## config.mk

```make
export PLATFORM = sky130hd
export DESIGN_NAME = line_rect_clipper_core
export DESIGN_NICKNAME = d
export VERILOG_FILES = /design/src/hdl/lrc_pkg.sv /design/src/hdl/lrc_ctrl.sv /design/src/hdl/lrc_dp.sv /design/src/hdl/line_rect_clipper_core.sv
export SDC_FILE = /design/constraint.sdc
export NUM_CORES = 2
export LEC_CHECK = 0
export BUFFER_PORTS_ARGS = -buffer_cell sky130_fd_sc_hd__buf_2
export CAP_MARGIN = 40
export CORE_MARGIN = 5
export CORE_UTILIZATION = 55
export DETAILED_ROUTE_END_ITERATION = 8
export GPL_ROUTABILITY_DRIVEN = 0
export PLACE_DENSITY = 0.78
export SLEW_MARGIN = 20
export SYNTH_ARGS = -nofsm -noshare
export SYNTH_HDL_FRONTEND = slang
export SYNTH_SLANG_ARGS = --single-unit
```

## constraint.sdc

```tcl
create_clock -name clk -period 14.13 [get_ports clk]
set_input_delay 0.7065 -clock clk [delete_from_list [all_inputs] [get_ports clk]]
set_output_delay 0.7065 -clock clk [all_outputs]
set_load 0.01 [all_outputs]
```

## src/hdl/lrc_pkg.sv

```systemverilog
// Package: shared types, constants and outcode function for the line clipper.
package lrc_pkg;

    localparam int COORD_BITS = 32;
    localparam int PROD_BITS  = 2 * COORD_BITS;
    localparam int DIV_CYCLES = PROD_BITS / 2;
    localparam int CNT_BITS   = $clog2(DIV_CYCLES);
    localparam int MAX_PASSES = 8;
    localparam int PASS_BITS  = $clog2(MAX_PASSES + 1);

    localparam logic [3:0] OC_TOP    = 4'd1;
    localparam logic [3:0] OC_BOTTOM = 4'd2;
    localparam logic [3:0] OC_RIGHT  = 4'd4;
    localparam logic [3:0] OC_LEFT   = 4'd8;

    localparam logic [1:0] REG_LEFT   = 2'd0;
    localparam logic [1:0] REG_BOTTOM = 2'd1;
    localparam logic [1:0] REG_RIGHT  = 2'd2;
    localparam logic [1:0] REG_TOP    = 2'd3;

    typedef logic signed [COORD_BITS-1:0] coord_t;

    typedef struct packed {
        coord_t begin_x;
        coord_t begin_y;
        coord_t end_x;
        coord_t end_y;
    } seg_t;

    typedef struct packed {
        logic   visible;
        coord_t clip_begin_x;
        coord_t clip_begin_y;
        coord_t clip_end_x;
        coord_t clip_end_y;
    } res_t;

    typedef enum logic [1:0] {
        EDGE_TOP,
        EDGE_BOTTOM,
        EDGE_RIGHT,
        EDGE_LEFT
    } edge_t;

    typedef enum logic [2:0] {
        S_IDLE,
        S_EVAL,
        S_MUL,
        S_DIV,
        S_APPLY,
        S_DONE
    } ctrl_state_t;

    typedef struct packed {
        logic load;
        logic prep;
        logic mul;
        logic div;
        logic apply;
        logic finish;
        logic visible;
    } lrc_cmd_t;

    typedef struct packed {
        logic [3:0] code0;
        logic [3:0] code1;
    } lrc_status_t;

    function automatic logic [3:0] outcode(
        coord_t x,
        coord_t y,
        coord_t left,
        coord_t bottom,
        coord_t right,
        coord_t top
    );
        logic [3:0] c;
        c = '0;
        if (y > top)
            c = c | OC_TOP;
        if (y < bottom)
            c = c | OC_BOTTOM;
        if (x > right)
            c = c | OC_RIGHT;
        if (x < left)
            c = c | OC_LEFT;
        return c;
    endfunction

endpackage

```

## src/hdl/lrc_ctrl.sv

```systemverilog
// Controller: sequences clip passes, the multiply and the divider steps.
module lrc_ctrl (
    input  logic                 clk,
    input  logic                 rst_n,
    input  logic                 seg_valid,
    output logic                 seg_stall,
    output logic                 res_valid,
    input  logic                 res_stall,
    input  lrc_pkg::lrc_status_t status,
    output lrc_pkg::lrc_cmd_t    cmd
);
    import lrc_pkg::*;

    ctrl_state_t          state_reg, state_next;
    logic [PASS_BITS-1:0] pass_reg, pass_next;
    logic [CNT_BITS-1:0]  cnt_reg, cnt_next;
    logic                 res_valid_reg, res_valid_next;
    logic                 both_in, common;

    assign both_in   = (status.code0 | status.code1) == 4'd0;
    assign common    = (status.code0 & status.code1) != 4'd0;
    assign seg_stall = (state_reg != S_IDLE);
    assign res_valid = res_valid_reg;

    always_ff @(posedge clk or negedge rst_n)
    begin
        if (!rst_n)
        begin
            state_reg     <= S_IDLE;
            pass_reg      <= '0;
            cnt_reg       <= '0;
            res_valid_reg <= 1'b0;
        end
        else
        begin
            state_reg     <= state_next;
            pass_reg      <= pass_next;
            cnt_reg       <= cnt_next;
            res_valid_reg <= res_valid_next;
        end
    end

    always_comb
    begin
        state_next = state_reg;
        pass_next  = pass_reg;
        cnt_next   = cnt_reg;
        cmd        = '0;
        unique case (state_reg)
            S_IDLE:
            begin
                if (seg_valid)
                begin
                    cmd.load   = 1'b1;
                    pass_next  = '0;
                    state_next = S_EVAL;
                end
            end
            S_EVAL:
            begin
                if (both_in || common || pass_reg == PASS_BITS'(MAX_PASSES))
                    state_next = S_DONE;
                else
                begin
                    cmd.prep   = 1'b1;
                    state_next = S_MUL;
                end
            end
            S_MUL:
            begin
                cmd.mul    = 1'b1;
                cnt_next   = '0;
                state_next = S_DIV;
            end
            S_DIV:
            begin
                cmd.div  = 1'b1;
                cnt_next = cnt_reg + 1'b1;
                if (cnt_reg == CNT_BITS'(DIV_CYCLES - 1))
                    state_next = S_APPLY;
            end
            S_APPLY:
            begin
                cmd.apply  = 1'b1;
                pass_next  = pass_reg + 1'b1;
                state_next = S_EVAL;
            end
            S_DONE:
            begin
                // hold until the output register is free
                if (!res_valid_reg || !res_stall)
                begin
                    cmd.finish  = 1'b1;
                    cmd.visible = both_in;
                    state_next  = S_IDLE;
                end
            end
            default:
            begin
                state_next = S_IDLE;
            end
        endcase
    end

    always_comb
    begin
        if (cmd.finish)
            res_valid_next = 1'b1;
        else if (res_valid_reg && !res_stall)
            res_valid_next = 1'b0;
        else
            res_valid_next = res_valid_reg;
    end

endmodule

```

## src/hdl/lrc_dp.sv

```systemverilog
// Datapath: rectangle registers, segment ends, multiplier, divider, result register.
module lrc_dp (
    input  logic                 clk,
    input  logic                 rst_n,
    input  logic                 cfg_we,
    input  logic [1:0]           cfg_index,
    input  lrc_pkg::coord_t      cfg_data,
    input  lrc_pkg::seg_t        seg,
    output lrc_pkg::res_t        res,
    input  lrc_pkg::lrc_cmd_t    cmd,
    output lrc_pkg::lrc_status_t status
);
    import lrc_pkg::*;

    localparam int CW = COORD_BITS;

    typedef struct packed {
        logic [CW-1:0]        rem;
        logic [PROD_BITS-1:0] dq;
    } div_pair_t;

    coord_t rect_left_reg, rect_bottom_reg, rect_right_reg, rect_top_reg;
    coord_t px_reg [2];
    coord_t py_reg [2];

    logic [CW-1:0]        mag_a_reg, mag_b_reg, dv_reg;
    logic                 neg_reg, den_zero_reg, sel_reg;
    coord_t               base_reg;
    edge_t                edge_reg;
    div_pair_t            div_reg, div_next;
    res_t                 res_reg;

    logic [3:0]           code0, code1, sel_code;
    logic                 sel;
    edge_t                edge_sel;
    logic signed [CW:0]   dx, dy, d_op, e_op, den_op;
    coord_t               base_op;
    logic [CW+1:0]        base_ext, q_ext, sum_w;
    coord_t               newc;

    function automatic logic [CW-1:0] mag(logic signed [CW:0] v);
        logic [CW:0] a;
        a = v[CW] ? -v : v;
        return a[CW-1:0];
    endfunction

    function automatic div_pair_t div_step(div_pair_t s, logic [CW-1:0] dv);
        logic [CW:0] r;
        logic        ge;
        div_pair_t   o;
        r     = {s.rem, s.dq[PROD_BITS-1]};
        ge    = (r >= {1'b0, dv});
        o.dq  = {s.dq[PROD_BITS-2:0], ge};
        o.rem = ge ? CW'(r - {1'b0, dv}) : r[CW-1:0];
        return o;
    endfunction

    always_ff @(posedge clk or negedge rst_n)
    begin
        if (!rst_n)
        begin
            rect_left_reg   <= '0;
            rect_bottom_reg <= '0;
            rect_right_reg  <= '0;
            rect_top_reg    <= '0;
        end
        else if (cfg_we)
        begin
            unique case (cfg_index)
                REG_LEFT:   rect_left_reg   <= cfg_data;
                REG_BOTTOM: rect_bottom_reg <= cfg_data;
                REG_RIGHT:  rect_right_reg  <= cfg_data;
                REG_TOP:    rect_top_reg    <= cfg_data;
                default:    rect_left_reg   <= rect_left_reg;
            endcase
        end
    end

    assign code0 = outcode(px_reg[0], py_reg[0], rect_left_reg, rect_bottom_reg,
                           rect_right_reg, rect_top_reg);
    assign code1 = outcode(px_reg[1], py_reg[1], rect_left_reg, rect_bottom_reg,
                           rect_right_reg, rect_top_reg);
    assign status.code0 = code0;
    assign status.code1 = code1;

    // Pick the first outside end and the first edge it lies beyond, and form the operands for that edge.
    always_comb
    begin
        sel      = (code0 == 4'd0);
        sel_code = sel ? code1 : code0;
        if ((sel_code & OC_TOP) != 4'd0)
            edge_sel = EDGE_TOP;
        else if ((sel_code & OC_BOTTOM) != 4'd0)
            edge_sel = EDGE_BOTTOM;
        else if ((sel_code & OC_RIGHT) != 4'd0)
            edge_sel = EDGE_RIGHT;
        else
            edge_sel = EDGE_LEFT;

        dx = {px_reg[1][CW-1], px_reg[1]} - {px_reg[0][CW-1], px_reg[0]};
        dy = {py_reg[1][CW-1], py_reg[1]} - {py_reg[0][CW-1], py_reg[0]};

        unique case (edge_sel)
            EDGE_TOP:
            begin
                d_op    = dx;
                e_op    = {rect_top_reg[CW-1], rect_top_reg} - {py_reg[sel][CW-1], py_reg[sel]};
                den_op  = dy;
                base_op = px_reg[sel];
            end
            EDGE_BOTTOM:
            begin
                d_op    = dx;
                e_op    = {rect_bottom_reg[CW-1], rect_bottom_reg}
                          - {py_reg[sel][CW-1], py_reg[sel]};
                den_op  = dy;
                base_op = px_reg[sel];
            end
            EDGE_RIGHT:
            begin
                d_op    = dy;
                e_op    = {rect_right_reg[CW-1], rect_right_reg}
                          - {px_reg[sel][CW-1], px_reg[sel]};
                den_op  = dx;
                base_op = py_reg[sel];
            end
            default:
            begin
                d_op    = dy;
                e_op    = {rect_left_reg[CW-1], rect_left_reg} - {px_reg[sel][CW-1], px_reg[sel]};
                den_op  = dx;
                base_op = py_reg[sel];
            end
        endcase
    end

    always_comb
    begin
        div_next = div_step(div_step(div_reg, dv_reg), dv_reg);
    end

    // Quotient never exceeds the span between the ends, so its low bits suffice.
    assign base_ext = {{2{base_reg[CW-1]}}, base_reg};
    assign q_ext    = {1'b0, div_reg.dq[CW:0]};
    assign sum_w    = neg_reg ? (base_ext - q_ext) : (base_ext + q_ext);
    assign newc     = den_zero_reg ? base_reg : sum_w[CW-1:0];

    always_ff @(posedge clk)
    begin
        if (cmd.load)
        begin
            px_reg[0] <= seg.begin_x;
            py_reg[0] <= seg.begin_y;
            px_reg[1] <= seg.end_x;
            py_reg[1] <= seg.end_y;
        end
        else if (cmd.apply)
        begin
            unique case (edge_reg)
                EDGE_TOP:
                begin
                    px_reg[sel_reg] <= newc;
                    py_reg[sel_reg] <= rect_top_reg;
                end
                EDGE_BOTTOM:
                begin
                    px_reg[sel_reg] <= newc;
                    py_reg[sel_reg] <= rect_bottom_reg;
                end
                EDGE_RIGHT:
                begin
                    py_reg[sel_reg] <= newc;
                    px_reg[sel_reg] <= rect_right_reg;
                end
                default:
                begin
                    py_reg[sel_reg] <= newc;
                    px_reg[sel_reg] <= rect_left_reg;
                end
            endcase
        end

        if (cmd.prep)
        begin
            mag_a_reg    <= mag(d_op);
            mag_b_reg    <= mag(e_op);
            dv_reg       <= mag(den_op);
            neg_reg      <= d_op[CW] ^ e_op[CW] ^ den_op[CW];
            den_zero_reg <= (den_op == '0);
            base_reg     <= base_op;
            edge_reg     <= edge_sel;
            sel_reg      <= sel;
        end

        if (cmd.mul)
        begin
            div_reg.rem <= '0;
            div_reg.dq  <= PROD_BITS'(mag_a_reg) * PROD_BITS'(mag_b_reg);
        end
        else if (cmd.div)
            div_reg <= div_next;

        if (cmd.finish)
        begin
            res_reg.visible <= cmd.visible;
            if (cmd.visible)
            begin
                res_reg.clip_begin_x <= px_reg[0];
                res_reg.clip_begin_y <= py_reg[0];
                res_reg.clip_end_x   <= px_reg[1];
                res_reg.clip_end_y   <= py_reg[1];
            end
            else
            begin
                res_reg.clip_begin_x <= '0;
                res_reg.clip_begin_y <= '0;
                res_reg.clip_end_x   <= '0;
                res_reg.clip_end_y   <= '0;
            end
        end
    end

    assign res = res_reg;

endmodule

```

## src/hdl/line_rect_clipper_core.sv

```systemverilog
// Top level: Cohen-Sutherland segment clipper against a configured rectangle.
// Usage:
//   cfg channel   - write rect_left (0), rect_bottom (1), rect_right (2) and
//                   rect_top (3) as signed Q16.16; cfg_ready is always high.
//                   Write only while no segment is in flight.
//   seg channel   - one request per segment; taken when seg_valid is high and
//                   seg_stall is low. seg_stall is high while a segment is in work.
//   res channel   - one result per segment: visible flag and the clipped ends,
//                   or all zeros when the segment is rejected.
// Timing: each edge move is one pass: decide, one 32x32 multiply, the
//   two-bit-per-cycle restoring divider, and the update. A segment reaches
//   the result register after P passes, with P the number of edge moves
//   (0 to 8, usually at most 4); the next segment is taken only once that
//   result is written. The divider takes most of each pass.
// Reset: rst_n clears the rectangle to zero and empties the result register.
// Stall: a result waits in its register while res_stall is high; the next
//   segment is accepted and worked on meanwhile, and holds before writing its
//   result until the register is taken.
module line_rect_clipper_core (
    input  logic            clk,
    input  logic            rst_n,
    input  logic            cfg_valid,
    output logic            cfg_ready,
    input  logic [1:0]      cfg_index,
    input  lrc_pkg::coord_t cfg_data,
    input  logic            seg_valid,
    output logic            seg_stall,
    input  lrc_pkg::seg_t   seg,
    output logic            res_valid,
    input  logic            res_stall,
    output lrc_pkg::res_t   res
);
    import lrc_pkg::*;

    lrc_cmd_t    cmd;
    lrc_status_t status;

    // Config writes are always taken; the block is idle by contract.
    assign cfg_ready = 1'b1;

    lrc_ctrl u_ctrl (
        .clk       (clk),
        .rst_n     (rst_n),
        .seg_valid (seg_valid),
        .seg_stall (seg_stall),
        .res_valid (res_valid),
        .res_stall (res_stall),
        .status    (status),
        .cmd       (cmd)
    );

    lrc_dp u_dp (
        .clk       (clk),
        .rst_n     (rst_n),
        .cfg_we    (cfg_valid & cfg_ready),
        .cfg_index (cfg_index),
        .cfg_data  (cfg_data),
        .seg       (seg),
        .res       (res),
        .cmd       (cmd),
        .status    (status)
    );

endmodule

```

==> results by group <==
Synth
  – Top cell type by total area after synthesis: fa_1
  – Syn_nets: 10,838
  – Prevailing post-synth register cell: edfxtp_1
  – Top cells by area, synth: fa_1, edfxtp_1, ha_1
  – Async SR Flop Fraction: 22.5%
  – Distinct cell type count after synthesis: 93
  – Synthesized instance count: 9,022
  – Synth Register Bits: 627
  – Sequential cell area fraction in the yosys report: 21.9%
  – Yosys warns: 0
  – Syn avg cell area: 8.99 sq um
  – Number of synthesized flops with an enable pin: 454
  – Mapped Area: 81,100 sq um
  – Top cell type's share of synthesized area: 22.3%

Timing
  – Slew headroom: 33.4%
  – RSZ-0062 raised after global routing: false
  – Achievable frequency: 98.2 MHz
  – Clock period minus worst slack: 10,180 ps
  – Final hold viol count: 0
  – Slew @ Worst Pin: 971 ps
  – Final Setup Violations: 0
  – Slew Limit Fails: 0
  – Setup TNS: 0 ps
  – Setup slack after layout: 3950 ps
  – Clock Skews: 62.6 ps
  – Fin crit share: 72.0%

Floorplan
  – Die H: 394 um
  – Core footprint: 147,000 sq um
  – Starting Density: 55.1%
  – # IOs: 299
  – Rows: 141
  – Die W: 394 um
  – Total Die Area: 155,000 sq um

GRT
  – Grt total ovfl: 0
  – Vias in the first global route: 70,928
  – Largest net degree at the start of global routing: 130
  – Initial antenna violation count: 18
  – GRT Util Overall: 34.9%
  – Global-route wire length before repair: 419,000 um

Clock tree
  – CTS sink count: 627
  – CTS resizes: 0
  – Clock-pin slew on the worst setup and hold paths: 60 ps
  – Number of buffers created by CTS: 73
  – CTS tree: built
  – Max clock buf depth: 3
  – Post CTS Setup Buffer Count: 0
  – Clk_lat worst skew: 730 ps
  – Clk root buf: clkbuf_16
  – Hold buffers post-CTS: 1
  – H-tree levels: 3

Setup path
  – Critical path required time: 14,570 ps
  – Critical path arrival: 10,620 ps
  – Crit Path Class: flop to flop
  – Max stage delay cell, worst path: buf_4
  – Endpoint type of the worst setup path: flop
  – Startpoint types: flop
  – Critical Path Fanout Max: 62
  – Worst path max stage delay: 730 ps

Flow run
  – Max Cap Viol: 0

Routing
  – Post-Route WL: 273,000 um
  – DRT iter0 DRCs: 8,739
  – DR vias: 69,658
  – 1st-pass router iterations: 9
  – Residual DRC: 25
  – Routed len/inst: 24.5 um
  – Routed vias/inst: 6.25
  – Remaining antenna violation count: 0

Layout
  – Most common cell after layout, fill and taps aside: nand2_1
  – Fin nets: 10,964
  – Post-Route Utilization: 59.5%
  – Filler cells: 12,282
  – Area delta synth->final: 7.96%
  – Storage cell area: 17,800 sq um
  – Commonest cells after routing, fill and taps aside: nand2_1, inv_1, fa_1
  – Max FFs per register: 129
  – Multi-input combinational cell area: 57,000 sq um
  – Layout cell share with drive strength beyond 1: 8.48%

Run status
  – Failing checks: DRC
  – Status: finished with violations

Worst hold path
  – Hold WC Path Type: primary input to flop

Place
  – Port-buffer cells: 297
  – Dpl hpwl: 211,000 um
  – Worst slack, placed: 4370 ps
-- layer usage --
layer	global-route usage, %	wire length [um]	up-vias
li1	-	-	30129
met1	43.0	97000	33540
met2	52.3	116000	4711
met3	10.5	34100	1262
met4	24.7	25400	16
met5	0	108	-
-- kinds of logic (layout without fill, tap and decap cells) --
kind of cell	Yosys count	count (layout)	synth area share, %
AO/OA/AOI/OAI	1611	1611	12.4
XOR/XNOR	365	365	3.94
adder cells (fa/ha/maj)	1649	1649	33.8
buffers and inverters	1712	1898	7.98
flip-flops	627	627	21.9
multiplexers	307	307	3.97
other	1	11	0.00462
AND/OR/NAND/NOR	2750	2750	16.0
-- synthesized netlist by cell type (all sizes together), types with 24 or more instances --
| cell type | number |
|---|---|
| xnor2 | 217 |
| and2 | 518 |
| a31oi | 51 |
| o21a | 49 |
| mux2i | 190 |
| clkbuf | 363 |
| inv | 1299 |
| ha | 746 |
| a21oi | 360 |
| o31ai | 40 |
| xor2 | 148 |
| nor4 | 33 |
| o21bai | 31 |
| a21o | 182 |
| nor3 | 83 |
| o22ai | 30 |
| or2 | 24 |
| nand2b | 63 |
| fa | 903 |
| dfrtp | 141 |
| o211ai | 54 |
| a211oi | 44 |
| and3 | 47 |
| nand4 | 84 |
| nor2 | 264 |
| buf | 50 |
| nor2b | 50 |
| o21ai | 553 |
| or3 | 27 |
| nand2 | 1398 |
| nand3 | 95 |
| mux2 | 117 |
| edfxtp | 454 |
| dfxtp | 32 |
-- per-stage QoR --
| step | cell area, sq um | hold slack (ps) | std cells |
|---|---|---|---|
| final | 87600 | 254 | 11148 |
| after global routing | 87600 | 251 | 11139 |
| after CTS | 87400 | 235 | 11123 |
| after detailed placement | 84800 | 465 | 10987 |
| after global placement | 84400 | 454 | 10950 |
| after floorplan | 81100 | 411 | 9022 |
-- layout make-up --
| class | instances | share of cell area (%) |
|---|---|---|
| clock buffer | 94 | 2.27 |
| tap | 1930 | 2.76 |
| timing repair buffer | 464 | 3.30 |
| multi-input combinational | 6683 | 65.1 |
| sequential | 627 | 20.3 |
| inverter | 1299 | 5.57 |
| clock inverter | 41 | 0.646 |
| antenna | 10 | 0.0286 |
-- worst paths after layout --
path / end / slack [ps] / from / cells after the start
worst max register to register: u_dp.mag_b_reg[25] / 3950 / u_dp.py_reg[0][13] / 29
worst min-delay path: u_dp.py_reg[0][6] / 250 / seg[70] / 3
min in group asynchronous: u_dp.rect_right_reg[18] / 460 / rst_n / 2
worst min register to register: u_dp.div_reg[77] / 470 / u_dp.div_reg[77] / 2
worst max-delay path: u_dp.mag_b_reg[25] / 3950 / u_dp.py_reg[0][13] / 29
max in group asynchronous: u_ctrl.cnt_reg[3] / 12170 / rst_n / 4
-- worst max-delay path, delay by kind of cell, from the launching register on --
family	cells	cell delay, ps
AOI/OAI and AO/OA	13	3290
buffers and inverters	3	1780
DFF	1	470
xor gates and xnor gates	1	110
and+or+nand+nor	8	2900
muxes	2	560
adders and majority gates	2	750
Power is left out: the tool's default activity adds up to more than one toggle a clock period on the data nets, which glitch-free logic cannot reach.
